**src/rtl/tli_pkg.sv**
```systemverilog
// Package for the table linear interpolator.
// Holds the item types, status codes and sequencer states; depends on nothing.
package tli_pkg;

    localparam int VAL_W = 32;

    localparam logic [1:0] STAT_INSIDE = 2'd0;
    localparam logic [1:0] STAT_EXTRAP = 2'd1;
    localparam logic [1:0] STAT_NOSEG  = 2'd2;
    localparam logic [1:0] STAT_SAT    = 2'd3;

    localparam logic OP_WRITE = 1'b0;
    localparam logic OP_QUERY = 1'b1;

    typedef struct packed {
        logic              op;
        logic [5:0]        entry_index;
        logic signed [31:0] x_value;
        logic signed [31:0] y_value;
    } t_in_item;

    typedef struct packed {
        logic signed [31:0] y_result;
        logic [1:0]         status;
    } t_out_item;

    typedef struct packed {
        logic start;
    } t_md_ctrl;

    typedef enum logic [3:0] {
        S_IDLE,
        S_FIRST,
        S_LAST,
        S_SCAN,
        S_SEG1,
        S_SEG2,
        S_MATH,
        S_DONE
    } t_state;

endpackage

```
**src/rtl/tli_muldiv.sv**
```systemverilog
// Sequential unsigned multiply then divide: q = (a * b) / d, truncated.
// Uses tli_pkg for the control struct; shift-add multiply, restoring divide.
module tli_muldiv
    import tli_pkg::*;
(
    input  logic        i_clk,
    input  logic        i_rst_n,
    input  t_md_ctrl    i_ctrl,
    input  logic [32:0] i_a,
    input  logic [32:0] i_b,
    input  logic [32:0] i_d,
    output logic        o_done,
    output logic [65:0] o_quot
);

    logic        r_busy, n_busy;
    logic        r_div, n_div;
    logic [6:0]  r_cnt, n_cnt;
    logic        r_done, n_done;
    logic [66:0] r_acc, n_acc;
    logic [32:0] r_rem, n_rem;
    logic [32:0] r_a, r_d;

    logic [33:0] mul_sum;
    logic [33:0] div_try;
    logic        div_ge;

    // One add per cycle for each multiply or divide step.
    assign mul_sum = r_acc[66:33] + (r_acc[0] ? {1'b0, r_a} : 34'd0);
    assign div_try = {r_rem, r_acc[65]};
    assign div_ge  = div_try >= {1'b0, r_d};

    always_comb begin
        n_busy = r_busy;
        n_div  = r_div;
        n_cnt  = r_cnt;
        n_done = 1'b0;
        n_acc  = r_acc;
        n_rem  = r_rem;
        if (i_ctrl.start) begin
            n_busy = 1'b1;
            n_div  = 1'b0;
            n_cnt  = 7'd33;
            n_acc  = {34'd0, i_b};
        end else if (r_busy && !r_div) begin
            n_acc = {1'b0, mul_sum, r_acc[32:1]};
            n_cnt = r_cnt - 7'd1;
            if (r_cnt == 7'd1) begin
                n_div = 1'b1;
                n_cnt = 7'd66;
                n_rem = 33'd0;
            end
        end else if (r_busy) begin
            n_rem = div_ge ? 33'(div_try - {1'b0, r_d}) : div_try[32:0];
            n_acc = {1'b0, r_acc[64:0], div_ge};
            n_cnt = r_cnt - 7'd1;
            if (r_cnt == 7'd1) begin
                n_busy = 1'b0;
                n_done = 1'b1;
            end
        end
    end

    always_ff @(posedge i_clk) begin
        if (!i_rst_n) begin
            r_busy <= 1'b0;
            r_div  <= 1'b0;
            r_cnt  <= 7'd0;
            r_done <= 1'b0;
        end else begin
            r_busy <= n_busy;
            r_div  <= n_div;
            r_cnt  <= n_cnt;
            r_done <= n_done;
        end
        r_acc <= n_acc;
        r_rem <= n_rem;
        if (i_ctrl.start) begin
            r_a <= i_a;
            r_d <= i_d;
        end
    end

    assign o_done = r_done;
    assign o_quot = r_acc[65:0];

endmodule

```
**config.mk**
```make
export PLATFORM = sky130hd
export DESIGN_NAME = tli_muldiv
export DESIGN_NICKNAME = d
export VERILOG_FILES = /design/src/rtl/tli_pkg.sv /design/src/rtl/tli_muldiv.sv
export SDC_FILE = /design/constraint.sdc
export NUM_CORES = 1
export LEC_CHECK = 0
export BUFFER_PORTS_ARGS = -buffer_cell sky130_fd_sc_hd__clkbuf_2
export CAP_MARGIN = 20
export CORE_MARGIN = 2
export CORE_UTILIZATION = 25
export CTS_CLUSTER_SIZE = 14
export DETAILED_ROUTE_END_ITERATION = 6
export PLACE_DENSITY = 0.39
export REMOVE_ABC_BUFFERS = 1
export SLEW_MARGIN = 40
export SYNTH_ARGS = -nofsm -noshare
export SYNTH_HDL_FRONTEND = slang
export SYNTH_SLANG_ARGS = --single-unit
export TNS_END_PERCENT = 5
```
**constraint.sdc**
```tcl
create_clock -name i_clk -period 7.56 [get_ports i_clk]
set_input_delay 1.512 -clock i_clk [delete_from_list [all_inputs] [get_ports i_clk]]
set_output_delay 1.512 -clock i_clk [all_outputs]
set_load 0.05 [all_outputs]
```
======== After elaboration in Yosys (flattened, before gate mapping) ========
Index checks and enable logic that the tools add are counted.
operators by class
  bitwise gates (word level) .............. 3
  $lt $le $gt $ge ......................... 1
  muxes and demuxes ....................... 17
  multiply operators ...................... 0
  equality and inequality tests ........... 3
  reductions and logical operators ........ 8
  shifts and indexed selects .............. 0
  add/sub/neg operators ................... 3
  divide/modulo/power cells ............... 0
operators with widths
  cell                                               number
  2-to-1 mux 33 bit                                  6
  2-to-1 mux 66 bit                                  2
  adder 33 x 33 -> 34 bit                            1
  greater-or-equal comparator 34 x 33 -> 1 bit       1
  subtractor 33 bit                                  1
  2-to-1 mux 7 bit                                   3
  == test 7 x 1 -> 1 bit (second input constant)     1
  subtractor 7 x 1 -> 7 bit (second input constant)  1
  2-to-1 mux 6 bit                                   1
  2-to-1 mux 1 bit                                   5
  OR reduction 4 bit                                 1
  NOT 1 bit                                          3
  AND reduction 3 bit                                1
  nonzero test 3 bit                                 1
  != test 2 x 1 -> 1 bit (second input constant)     1
  != test 2 bit (second input constant)              1
  AND reduction 2 bit                                1
  nonzero test 2 bit                                 1
  OR reduction 2 bit                                 1
  logical AND 1 bit                                  1
  logical NOT 1 bit                                  1
word-level totals
  logic and storage cells ................. 45
  RAM bits ................................ 0
  bits in latches ......................... 0
  bits of input ports ..................... 102
  bits in read-only memories .............. 0
  bits in registers ....................... 175
  output and inout port bits .............. 67
  memories kept ........................... 0

======== Logic depth before layout (Yosys ltp) ========
Gate-level depths: netlist (run 1).
  depth in word-level cells ............... 5
  depth in mapped cells ................... 14
  mapped depth without buffers ............ 13

======== Worst setup path after synthesis (run 1) ========
OpenSTA, ideal clock, no wires.
  path kind ............................... reg2reg
  start point ............................. register r_acc[0]
  end point ............................... register r_acc[58]
  arrival ................................. 3.401 ns
  required time ........................... 7.474 ns
  library setup time ...................... 0.086 ns
  stages on the path, launching flop included .. 14
  period minus slack after synthesis ...... 3.486 ns
  slack ................................... 4.074 ns
  buffers on the path ..................... 1
  path through ............................ edfxtp_1 clkbuf_1 and2_1 ha_1 fa_1 a211oi_1 o21bai_1 a21oi_1 o21bai_1 a21bo_2 a211oi_1 o21ai_0 xnor2_1 a211oi_1
on the way
  cells in the longest elaborated chain, start to end .. 3
RTL lines
  item                      RTL line          RTL
  start: declaration        tli_muldiv.sv:20  logic [66:0] r_acc, n_acc;
  start signal: assignment  tli_muldiv.sv:76  r_acc <= n_acc;
  2-to-1 mux 33 bit         tli_muldiv.sv:29  assign mul_sum = r_acc[66:33] + (r_acc[0] ? {1'b0, r_a} : 34'd0);
  adder 33 x 33 -> 34 bit   tli_muldiv.sv:29
  2-to-1 mux 66 bit         tli_muldiv.sv:45  end else if (r_busy && !r_div) begin
Every way passes these cells.
A chain may end at the register's enable or synchronous reset.

======== Worst setup path after layout (run 1) ========
Ends and elaborated chain as after synthesis.

==> metrics.yaml, run 1 <==
run_status:
  status: "finished, final reports clean"
hold_path:
  holdPathEnd: "r_cnt[6]"
  hold_path_class: "reg -> reg"
  timing.hold.worst.start: "r_cnt[6]"
  hold-path-cell-count: 2
power_and_ir_drop:
  p_sw_mw: 0.920
  clkPwrFrac_pct: 33.0
  p_int_mw: 1.91
  peak_vdd_ir_mv: 0.107
  power.leakage_nw: 5.30
  seq_pwr_share_pct: 41.5
  power_density_nw_per_um2: 223
  netSwitchingFraction_pct: 32.5
  comb_power_share_pct: 25.6
timing:
  final.setup.tns_ns: 0
  shortest_period_the_worst_path_allows_ns: 3.81
  timing.hold.ws_ns: 0.507
  setup-violations-final: 0
  period_share_pct: 50.3
  timing.fmax_mhz: 263
  fin_skew_ns: 0.0128
  final_max_slew_viol_count: 0
  transition_at_the_pin_with_the_smallest_max_transition_slack_ns: 0.783
  hold_viol: 0
  worst_slew_margin_relative_to_its_limit_pct: 47.7
  unrepaired_setup_endpoints_after_global_routing: "no"
logic_synthesis:
  async_flop_share_pct: 0
  synth.most_common_cell: "sky130_fd_sc_hd__edfxtp_1"
  post_synth_most_frequent_cells: "132 x sky130_fd_sc_hd__edfxtp_1, 110 x sky130_fd_sc_hd__nand2_1, 92 x sky130_fd_sc_hd__nor2_1, 79 x sky130_fd_sc_hd__o21ai_0, 68 x sky130_fd_sc_hd__ha_1"
  synth_cells: 1086
  ys_types: 69
  synth.avg_cell_area_sq_um: 9.88
  synth_edf_count: 132
  synth.yosys.seq_area_share_pct: 45.0
  mappedNetlistArea_sq_um: 10700
  synth_seq_cells: 175
  netlist_top_cells_area: "sky130_fd_sc_hd__edfxtp_1 37%, sky130_fd_sc_hd__dfxtp_1 8.0%, sky130_fd_sc_hd__ha_1 7.9%"
  synth-warning-count: 0
  ys.flop_type: "sky130_fd_sc_hd__edfxtp_1"
  post-synth-top-area-cell: "sky130_fd_sc_hd__edfxtp_1"
  post-synth-top-area-fraction_pct: 36.9
placement:
  place_hpwl_microns: 21700
  io_buffers: 168
  place.gp.congestion: 0.795
setup_path:
  r2r-start: "r_acc[0]"
  rrSetupSlack_ns: 3.75
  r2r_cells: 13
  startpoint_type: "flip-flop"
  worst-setup-path-type: "reg -> reg"
  cp.required_ns: 7.93
  crit-reg2reg-capture: "r_acc[58]"
  crit_path_end_kind: "flip-flop"
  worst-endpoint-arrival_ns: 4.17
  crit_fanout: 35
grt:
  first_global_vias: 8782
  antenna_found_initial: 1
  aggregate_global_routing_overflow: 0
  wire_length_of_the_first_global_routing_pass_microns: 49200
  pin_count_of_the_biggest_net_entering_global_routing: 93
  grt_util_all_layers_pct: 14.2
clock_network:
  gates_resized_cts_repair: 0
  cts.root.buffer_cell: "sky130_fd_sc_hd__clkbuf_16"
  post_cts.repair.setup_buffers: 0
  total_clock_buffers_created_by_cts: 17
  postCtsHoldBufs: 0
  insertion_delay_ns: 0.46
  tritoncts: "built"
  clkSinkCount: 175
  clkSlewWorstSetupHoldPaths_ns: 0.07
  h-tree-depth: 4
  cts_buffer_depth: 2
floorplan:
  design.core.area_sq_um: 42100
  top_level_i_o_count: 169
  die_x_microns: 211
  die_y_microns: 211
  die_area_sq_um: 44600
  floorplan.initialDensity_pct: 25.5
  rows: 75
route:
  route.detailed.wl_per_inst_microns: 17.2
  drt_drc_violations_left: 0
  drt-pass1-iter-count: 4
  drt_iter0_drc: 396
  num_vias: 8433
  vias_per_cell: 4.73
  postRouteWirelength_microns: 30700
  final_antenna_net_count: 0
flow_run:
  drv.max_cap_violation_count: 0
final_layout:
  drive_gt1_share_pct: 18.3
  final_nets: 1402
  layout-area-overhead-vs-synth_pct: 18.6
  fill_cells: 4481
## flip-flops by register name, summed over array words and instances, names as in the netlist
| signal | count |
|---|---|
| r_busy | 1 |
| o_done | 1 |
| r_acc | 66 |
| r_d | 33 |
| r_rem | 33 |
| r_cnt | 7 |
| r_a | 33 |
| r_div | 1 |
## cell families (layout without fill, tap and decap cells)
kind of cell,after synthesis,in the layout,synth area share (%)
multiplexers,58,58,5.41
AO/OA/AOI/OAI,302,302,18.7
AND/OR/NAND/NOR,323,323,14.1
other,0,1,0
buffers and inverters,101,258,3.85
XOR/XNOR,57,57,4.65
flip-flops,175,175,45.0
adder cells (fa/ha/maj),70,70,8.30
## area by class of cell
| class | count | area (sq um) | area share, % |
|---|---|---|---|
| diodes | 1 | 2.50 | 0.0197 |
| clock buffers | 24 | 503 | 3.95 |
| clock inverters | 8 | 104 | 0.816 |
| inverters | 48 | 180 | 1.42 |
| multi-input cells | 810 | 5510 | 43.3 |
| flip-flops and latches | 175 | 4830 | 37.9 |
| well taps | 539 | 674 | 5.30 |
| repair buffers | 178 | 926 | 7.28 |
## worst max-delay path by stage
| stage | slack (ns) | end | cells past startpoint | startpoint |
|---|---|---|---|---|
| 2_1_floorplan | 2.22 | r_acc[10] | 3 | r_busy |
| 3_3_place_gp | 3.83 | r_acc[58] | 13 | r_acc[0] |
| 3_5_place_dp | 3.72 | r_acc[58] | 13 | r_acc[0] |
| 4_1_cts | 3.68 | r_acc[58] | 13 | r_acc[0] |
| 5_1_grt | 3.42 | r_acc[58] | 13 | r_acc[0] |
| 6_report | 3.75 | r_acc[58] | 13 | r_acc[0] |
## worst max-delay path, cell delays in order (launching register included)
cell                       delay, ns
sky130_fd_sc_hd__edfxtp_1       0.37
sky130_fd_sc_hd__buf_4          0.24
sky130_fd_sc_hd__and2_1         0.19
sky130_fd_sc_hd__ha_1           0.22
sky130_fd_sc_hd__fa_1           0.43
sky130_fd_sc_hd__a211oi_1       0.32
sky130_fd_sc_hd__o21bai_1       0.15
sky130_fd_sc_hd__a21oi_1        0.29
sky130_fd_sc_hd__o21bai_1       0.20
sky130_fd_sc_hd__a21bo_2        0.24
sky130_fd_sc_hd__a211oi_1       0.45
sky130_fd_sc_hd__o21ai_0        0.21
sky130_fd_sc_hd__xnor2_1        0.16
sky130_fd_sc_hd__a211oi_1       0.23
## routing by layer
metal | vias up | wire length, microns | GRT usage [%]
met2 | 110 | 14800 | 23.8
met5 | - | 0 | 0
met3 | 21 | 1060 | 3.42
met1 | 4037 | 14400 | 18.3
li1 | 4265 | - | -
met4 | 0 | 357 | 3.62
## power by group through the flow
stage | sequential [mW] | clock, mW | combinational [mW]
6_report | 1.17 | 0.934 | 0.725
5_1_grt | 1.19 | 1.00 | 0.806
2_1_floorplan | 1.32 | 0 | 0.400
3_5_place_dp | 1.20 | 0 | 0.731
3_3_place_gp | 1.20 | 0 | 0.735
4_1_cts | 1.18 | 0.973 | 0.736
## placed cells by master, fill, tap and decap left out, types with 15 or more instances in the layout
master / n
sky130_fd_sc_hd__a211oi_1: 33
sky130_fd_sc_hd__a21o_1: 30
sky130_fd_sc_hd__a21oi_1: 61
sky130_fd_sc_hd__and2_1: 34
sky130_fd_sc_hd__clkbuf_16: 18
sky130_fd_sc_hd__clkbuf_2: 167
sky130_fd_sc_hd__dfxtp_1: 42
sky130_fd_sc_hd__edfxtp_1: 132
sky130_fd_sc_hd__ha_1: 68
sky130_fd_sc_hd__inv_1: 48
sky130_fd_sc_hd__mux2i_1: 58
sky130_fd_sc_hd__nand2_1: 110
sky130_fd_sc_hd__nand3_1: 15
sky130_fd_sc_hd__nor2_1: 92
sky130_fd_sc_hd__o21ai_0: 79
sky130_fd_sc_hd__xnor2_1: 41
sky130_fd_sc_hd__xor2_1: 16
## metrics by stage
| stage | utilization [%] | power (mW) | setup slack (ns) | instances | area (sq um) |
|---|---|---|---|---|---|
| floorplan | - | 1.72 | 2.22 | 1033 | 10500 |
| global placement | 28.7 | 1.93 | 3.83 | 1750 | 12100 |
| detailed placement | 28.8 | 1.93 | 3.72 | 1750 | 12100 |
| CTS | 30.2 | 2.89 | 3.68 | 1782 | 12700 |
| global route | 30.2 | 3.00 | 3.42 | 1783 | 12700 |
| finish | 30.2 | 2.83 | 3.75 | 1783 | 12700 |
No activity file was read; power rests on OpenSTA's default activity.
==> inputs of run 2 (changes only) <==
- ABC_AREA: default -> 1
- PLACE_DENSITY: 0.39 -> 0.38
- clock period: 7.56 -> 4 ns (I/O delays scaled with it)
==> metrics.yaml, run 2 <==
run_status:
  status: "finished, final reports clean"
final_layout:
  layout.cells.non_filler: 2757
  antenna-diode-count: 0
  top_register: "r_acc"
  layout-area-overhead-vs-synth_pct: 16.6
  total_area_of_multi_input_combinational_cells_sq_um: 6300
  largest_register_ffs: 66
  final_common_cell: "sky130_fd_sc_hd__nand2_1"
  post_route_design_area_sq_um: 15000
  fill_cells: 5822
  most_frequent_cells_in_the_layout: "716 x sky130_fd_sc_hd__nand2_1, 406 x sky130_fd_sc_hd__inv_1, 167 x sky130_fd_sc_hd__clkbuf_2, 139 x sky130_fd_sc_hd__nor2_1, 132 x sky130_fd_sc_hd__edfxtp_1"
  final_nets: 2236
  drive_gt1_share_pct: 12.3
  final-seq-area_sq_um: 4820
clock_network:
  post_cts.repair.setup_buffers: 0
  clkSinkCount: 175
  gates_resized_cts_repair: 0
  cts_buffer_depth: 2
  clkSlewWorstSetupHoldPaths_ns: 0.08
  postCtsHoldBufs: 0
  total_clock_buffers_created_by_cts: 17
  insertion_delay_ns: 0.49
  h-tree-depth: 4
  cts.root.buffer_cell: "sky130_fd_sc_hd__clkbuf_16"
  tritoncts: "built"
setup_path:
  r2r_cells: 10
  crit_path_max_incr_delay_ns: 0.68
  total_buffers_and_inverters_traversed_by_the_critical_path: 2
  critPathTopFamily: "compound AO/OA/AOI/OAI gates"
  worst-endpoint-arrival_ns: 3.14
  setup.worst_path.start: "r_acc[65]"
  cp.required_ns: 4.20
  r2r-start: "r_acc[65]"
  worst-setup-path-type: "reg -> reg"
  timing.critical_path.slowest_stage_cell: "sky130_fd_sc_hd__a21oi_2"
  rrSetupSlack_ns: 1.06
  crit_fanout: 9
  crit-reg2reg-capture: "r_acc[0]"
  startpoint_type: "flip-flop"
  crit_path_cell_trace: "inv_1 > ha_1 > inv_1 > fa_1 > nand3_1 > nand3_2 > nand2_2 > nand3_2 > a21oi_2 > o21ai_0"
  crit_path_end_kind: "flip-flop"
  timing.critical_path.to: "r_acc[0]"
  critical_path_depth: 10
grt:
  use_met1_pct: 20.1
  aggregate_global_routing_overflow: 0
  most_congested_layer_reported_by_global_routing: "met2"
  wire_length_of_the_first_global_routing_pass_microns: 65700
  grt.met3_usage_pct: 3.20
  first_global_vias: 11978
  grt_util_all_layers_pct: 16.0
  pin_count_of_the_biggest_net_entering_global_routing: 68
  grt_use_met2_pct: 27.6
  antenna_found_initial: 0
timing:
  period_share_pct: 73.4
  shortest_period_the_worst_path_allows_ns: 2.94
  timing.fmax_mhz: 340
  fin_skew_ns: 0.0139
  layout_setup_ws_ns: 1.06
  final.setup.tns_ns: 0
  final_max_slew_viol_count: 0
  unrepaired_setup_endpoints_after_global_routing: "no"
  hold_viol: 0
  transition_at_the_pin_with_the_smallest_max_transition_slack_ns: 0.809
  setup-violations-final: 0
  worst_slew_margin_relative_to_its_limit_pct: 46.1
floorplan:
  rows: 83
  top_level_i_o_count: 169
  design.core.area_sq_um: 51100
  floorplan.initialDensity_pct: 25.2
  die_area_sq_um: 53300
  die_y_microns: 231
  die_x_microns: 231
logic_synthesis:
  synth.avg_cell_area_sq_um: 6.75
  post-synth-top-area-cell: "sky130_fd_sc_hd__edfxtp_1"
  synth.yosys.seq_area_share_pct: 37.5
  synth.most_common_cell: "sky130_fd_sc_hd__nand2_1"
  post-synth-top-area-fraction_pct: 30.8
  ys_types: 41
  ys.flop_type: "sky130_fd_sc_hd__edfxtp_1"
  mappedNetlistArea_sq_um: 12900
  synth-warning-count: 0
  synth_cells: 1908
  synth_seq_cells: 175
  async_flop_share_pct: 0
  netlist_top_cells_area: "sky130_fd_sc_hd__edfxtp_1 31%, sky130_fd_sc_hd__nand2_1 21%, sky130_fd_sc_hd__inv_1 12%"
  post_synth_most_frequent_cells: "716 x sky130_fd_sc_hd__nand2_1, 408 x sky130_fd_sc_hd__inv_1, 139 x sky130_fd_sc_hd__nor2_1, 132 x sky130_fd_sc_hd__edfxtp_1, 102 x sky130_fd_sc_hd__nand3_1"
  synth_edf_count: 132
hold_path:
  hold_path_class: "in -> reg"
power_and_ir_drop:
  clkPwrFrac_pct: 28.7
  peak_vdd_ir_mv: 0.334
  p_int_mw: 3.48
  netSwitchingFraction_pct: 38.9
  comb_power_share_pct: 31.5
  seq_pwr_share_pct: 39.8
  power.leakage_nw: 8.21
  total_power_mw: 5.69
  p_sw_mw: 2.21
  power_density_nw_per_um2: 379
route:
  postRouteWirelength_microns: 41400
  num_vias: 11720
  drt_iter0_drc: 560
  drt-pass1-iter-count: 5
  final_antenna_net_count: 0
  vias_per_cell: 4.25
  route.detailed.wl_per_inst_microns: 15.0
  drt_drc_violations_left: 0
flow_run:
  drv.max_cap_violation_count: 0
placement:
  dpl_cell_area_sq_um: 14500
  preCtsSetupSlack_ns: 1.03
  place.gp.congestion: 0.873
  place_hpwl_microns: 32200
  dpl.cell_count: 2725
  io_buffers: 168
[run 2: metrics by stage]
| step | utilization (%) | hold slack (ns) |
|---|---|---|
| 4_1_cts | 29.4 | 0.437 |
| 2_1_floorplan | - | 0.465 |
| 3_5_place_dp | 28.3 | 0.486 |
| 3_3_place_gp | 28.3 | 0.482 |
| 6_report | 29.4 | 0.482 |
| 5_1_grt | 29.4 | 0.448 |
[run 2: kinds of logic after synthesis]
family	share of synthesized area, %
AO/OA/AOI/OAI	7.73
buffers and inverters	13.8
AND/OR/NAND/NOR	31.9
flip-flops	37.5
adder cells (fa/ha/maj)	6.92
XOR/XNOR	2.18
[run 2: cell type report]
cell class | count | share of cell area, %
Multi-Input combinational cell | 1276 | 42.0
Sequential cell | 175 | 32.1
Inverter | 414 | 10.4
Timing Repair Buffer | 180 | 6.29
Tap cell | 680 | 5.67
Clock buffer | 19 | 2.88
Clock inverter | 13 | 0.692
[run 2: how the worst min path moves through the flow]
stage / start / endpoint / slack [ns] / cells past startpoint
after floorplan: r_cnt[6] / r_cnt[6] / 0.46 / 2
after global placement: r_cnt[6] / r_cnt[6] / 0.48 / 2
after detailed placement: r_cnt[6] / r_cnt[6] / 0.49 / 2
after CTS: i_d[0] / r_d[0] / 0.44 / 1
after global routing: i_a[20] / r_a[20] / 0.45 / 1
final: i_d[0] / r_d[0] / 0.48 / 1
[run 2: power by group through the flow]
stage | sequential [mW] | combinational [mW] | clock [mW]
after floorplan | 2.59 | 0.970 | 0
after global placement | 2.31 | 1.81 | 0
after detailed placement | 2.31 | 1.81 | 0
after CTS | 2.27 | 1.82 | 1.71
after global routing | 2.29 | 2.02 | 1.78
final | 2.26 | 1.79 | 1.63
[run 2: worst register-to-register path, stage by stage (launching register included)]
cell	delay, ns
sky130_fd_sc_hd__dfxtp_1	0.39
sky130_fd_sc_hd__inv_1	0.14
sky130_fd_sc_hd__ha_1	0.16
sky130_fd_sc_hd__inv_1	0.08
sky130_fd_sc_hd__fa_1	0.45
sky130_fd_sc_hd__nand3_1	0.13
sky130_fd_sc_hd__nand3_2	0.16
sky130_fd_sc_hd__nand2_2	0.13
sky130_fd_sc_hd__nand3_2	0.12
sky130_fd_sc_hd__a21oi_2	0.68
sky130_fd_sc_hd__o21ai_0	0.23
[run 2: per-layer routing]
metal  share of wire [%]  routed length (microns)  up-vias
met2                  48                    20000      168
met1                  46                    19200     5312
met3                 3.8                     1570       31
met4                 1.4                      567        0
met5                   0                        0        -
li1                    -                        -     6209
